[config.mk]
export PLATFORM = sky130hd
export DESIGN_NAME = vbs_match
export DESIGN_NICKNAME = d
export VERILOG_FILES = /design/src/vbs_match.sv
export SDC_FILE = /design/constraint.sdc
export NUM_CORES = 1
export LEC_CHECK = 0
export BUFFER_PORTS_ARGS = -buffer_cell sky130_fd_sc_hd__buf_2
export CAP_MARGIN = 40
export CORE_ASPECT_RATIO = 1.5
export CORE_MARGIN = 1
export CORE_UTILIZATION = 45
export DETAILED_ROUTE_END_ITERATION = 7
export PLACE_DENSITY_LB_ADDON = 0.12
export SLEW_MARGIN = 20
export SYNTH_ARGS = -nofsm -noshare
export SYNTH_HDL_FRONTEND = slang
export SYNTH_SLANG_ARGS = --single-unit
[constraint.sdc]
create_clock -name vclk -period 11.5
set_input_delay 1.15 -clock vclk [all_inputs]
set_output_delay 1.15 -clock vclk [all_outputs]
set_load 0.005 [all_outputs]
[src/vbs_match.sv]
// ----------------------------------------------------------------------------
// vbs_match: sample match counter
// Compares a pixel against every active packed model sample and decides background.
// ----------------------------------------------------------------------------
module vbs_match #(
    parameter int MAX_SAMPLES = 20
) (
    input  logic [MAX_SAMPLES*8-1:0] i_word,
    input  logic [7:0]               i_pixel,
    input  logic [7:0]               i_radius,
    input  logic [6:0]               i_count,
    input  logic [4:0]               i_min,
    output logic                     o_background
);
    logic [MAX_SAMPLES-1:0] match;
    logic [7:0]             s;
    logic [7:0]             d;

    // Flag each active sample that lies within the radius
    always_comb begin
        match = '0;
        for (int k = 0; k < MAX_SAMPLES; k++) begin
            s = i_word[k*8 +: 8];
            d = (s > i_pixel) ? (s - i_pixel) : (i_pixel - s);
            match[k] = (7'(k) < i_count) && (d < i_radius);
        end
    end

    assign o_background = 32'($countones(match)) >= 32'(i_min);
endmodule

==> results.sh <==
export IMPL_status="complete, no violations"
export IMPL_cp_start_kind="input pin"
export IMPL_p_leak_uw=0.00971
export IMPL_pin_count=189
export IMPL_timing_critical_path_mode_cell="fa_1"
export IMPL_wirelength_mm=56.5
export IMPL_fmax_mhz=96.3
export IMPL_crit_buf_inv=4
export IMPL_grtUsageMet1_pct=35.8
export IMPL_cts_setup_buffers=0
export IMPL_place_area_um2=17900
export IMPL_slew_viol_final=0
export IMPL_netlist_instances=2079
export IMPL_max_slew_worst_pin_slew_ns=0.909
export IMPL_clkPwrFrac_pct=0
export IMPL_yosysSeqAreaShare_pct=0
export IMPL_cts_hold_buffers=0
export IMPL_pwr_share_comb_pct=100.0
export IMPL_design_seq_count=0
export IMPL_via_count=16000
export IMPL_crit_type="input pin to primary output"
export IMPL_grt_met2_usage_pct=54.0
export IMPL_min_from="i_min[4]"
export IMPL_synth_top_area_cell="ha_1"
export IMPL_n_fill_cell=3616
export IMPL_dp_slack_ns=1.17
export IMPL_finalSetupViolations=0
export IMPL_hold_end="o_background"
export IMPL_drc=0
export IMPL_row_count=85
export IMPL_seqPwrFrac_pct=0
export IMPL_cp_slowest_cell="buf_2"
export IMPL_crit_cells=29
export IMPL_start_util_pct=45.8
export IMPL_first_pass_iters=5
export IMPL_fin_tns_setup_ns=0
export IMPL_hold_path_depth=5
export IMPL_vdd_drop_max_mv=0.509
export IMPL_finalHoldViolCount=0
export IMPL_vias_per_cell=5.94
export IMPL_synth_area_leaders="ha_1, fa_1, mux2i_1"
export IMPL_core_um2=36100
export IMPL_crit_family="adder cells"
export IMPL_setup_ws_ns=1.12
export IMPL_syn_area_um2=16500
export IMPL_top_usage_layer="met2"
export IMPL_finish_instance_area_um2=17900
export IMPL_areaGrowthSynthToFinish_pct=8.46
export IMPL_multi_input_area_um2=15200
export IMPL_fp_dieW_um=158
export IMPL_worstPathRequired_ns=10.35
export IMPL_drt_iter0_drc=956
export IMPL_grt_ovfl_total=0
export IMPL_grt_max_degree=29
export IMPL_crit_fanout=21
export IMPL_switching_share_pct=53.6
export IMPL_clkbuf_count=0
export IMPL_crit_path_end_kind="primary output"
export IMPL_drive_gt1_share_pct=12.7
export IMPL_grt_pass1_vias=16000
export IMPL_die_y_um=237
export IMPL_relSlewSlack_pct=39.4
export IMPL_ctsResizeCount=0
export IMPL_yosysTopAreaCellShare_pct=34.2
export IMPL_antenna_found_initial=3
export IMPL_grt_pass1_wl_mm=86.1
export IMPL_place_congestion=0.924
export IMPL_cp_data_arrival_time_ns=9.23
export IMPL_seq_area_um2=0
export IMPL_fin_nets=2905
export IMPL_hold_class="input pin to primary output"
export IMPL_n_antenna_cell=0
export IMPL_p_per_area_nw_per_um2=135
export IMPL_ys_warn_count=0
export IMPL_synth_cell_types=63
export IMPL_intPower_uw=1120
export IMPL_syn_num_nets=2773
export IMPL_wl_per_cell_um=21.0
export IMPL_post_route_period_util_pct=90.3
export IMPL_avgSynthCellArea_um2=7.95
export IMPL_p_switching_uw=1300
export IMPL_rsz0062_at_grt="no"
export IMPL_ant_nets=0
export IMPL_dpl_hpwl_mm=44.3
export IMPL_grt_use_met3_pct=1.87
export IMPL_cp_slowest_stage_delay_ns=0.68
export IMPL_grt_usage_pct=29.8
export IMPL_portBuffers=189
export IMPL_die_area_um2=37500
export IMPL_fin_crit_ns=10.38
export IMPL_maxCapViolCount=0
worst min-delay path, cell delays in order:
cell and delay, ns:
buf_2 0.12, inv_1 0.06, ha_1 0.14, a21o_1 0.12
buf_2 0.12
Yosys cell counts (all sizes together) (5+ instances only):
| cell | n |
|---|---|
| a21oi | 206 |
| and3 | 7 |
| or2 | 8 |
| a221oi | 12 |
| o21bai | 8 |
| o41ai | 7 |
| and4 | 5 |
| nor2 | 46 |
| ha | 452 |
| buf | 31 |
| fa | 54 |
| xnor2 | 44 |
| inv | 223 |
| a311oi | 10 |
| nor3 | 25 |
| a31oi | 48 |
| nand4 | 35 |
| o22ai | 13 |
| nor4 | 10 |
| xor2 | 60 |
| nand3 | 34 |
| nor2b | 27 |
| o22a | 12 |
| o21ai | 73 |
| o21a | 12 |
| a21boi | 9 |
| clkbuf | 64 |
| a221o | 8 |
| nand3b | 33 |
| mux2 | 23 |
| a22oi | 5 |
| mux2i | 100 |
| a211oi | 67 |
| a21o | 126 |
| nand2b | 7 |
| nand2 | 130 |
| o2111ai | 7 |
layout make-up:
type,count,share of cell area [%]
Multi-Input combinational cell,1761,85.1
Timing Repair Buffer,225,6.89
Inverter,223,4.67
Tap cell,478,3.34
layout by cell type (no fill, tap or decap), types with 27 or more instances in the layout:
master	n
ha_1	452
inv_1	222
a21oi_1	196
buf_2	190
nand2_1	130
a21o_1	124
mux2i_1	100
o21ai_0	71
a211oi_1	67
xor2_1	60
fa_1	54
a31oi_1	48
nor2_1	46
xnor2_1	44
nand4_1	35
nand3_1	34
nand3b_1	33
buf_4	33
nor2b_1	27
through the flow:
stage          std cells  utilization (%)  hold WS [ns]  total power (µW)
6_report            2687             49.7          2.87              2420
5_1_grt             2687             49.7          2.89              2790
4_1_cts             2687             49.7          2.86              2430
3_5_place_dp        2687             49.7          2.84              2430
3_3_place_gp        2685             49.6          2.86              2380
2_1_floorplan       2079                -          2.55              1840
routing by layer:
| metal | wire (µm) | up-vias |
|---|---|---|
| met5 | 39 | - |
| li1 | - | 7803 |
| met3 | 2370 | 128 |
| met4 | 2600 | 6 |
| met2 | 27700 | 490 |
| met1 | 23800 | 7545 |
power by group through the flow:
| stage | combinational [µW] | clock, µW | sequential (µW) |
|---|---|---|---|
| after CTS | 2430 | 0 | 0 |
| final | 2420 | 0 | 0 |
| after global routing | 2790 | 0 | 0 |
| after global placement | 2380 | 0 | 0 |
| after floorplan | 1840 | 0 | 0 |
| after detailed placement | 2430 | 0 | 0 |
kinds of logic (layout without fill, tap and decap cells):
group / count (synthesis) / count (layout) / share of synthesized area, %
adders and majority gates: 506 / 506 / 40.8
muxes: 123 / 123 / 7.63
AOI/OAI and AO/OA: 647 / 647 / 26.6
and+or+nand+nor: 381 / 381 / 11.7
xor gates and xnor gates: 104 / 104 / 5.51
buffers and inverters: 318 / 448 / 7.73
worst max path at each step:
stage	from	end	slack (ns)
after floorplan	i_pixel[1]	o_background	1.73
after global placement	i_pixel[0]	o_background	1.22
after detailed placement	i_pixel[0]	o_background	1.17
after CTS	i_pixel[0]	o_background	1.14
after global routing	i_pixel[0]	o_background	0.74
final	i_pixel[0]	o_background	1.12
Power figures use the tool's default switching activity.
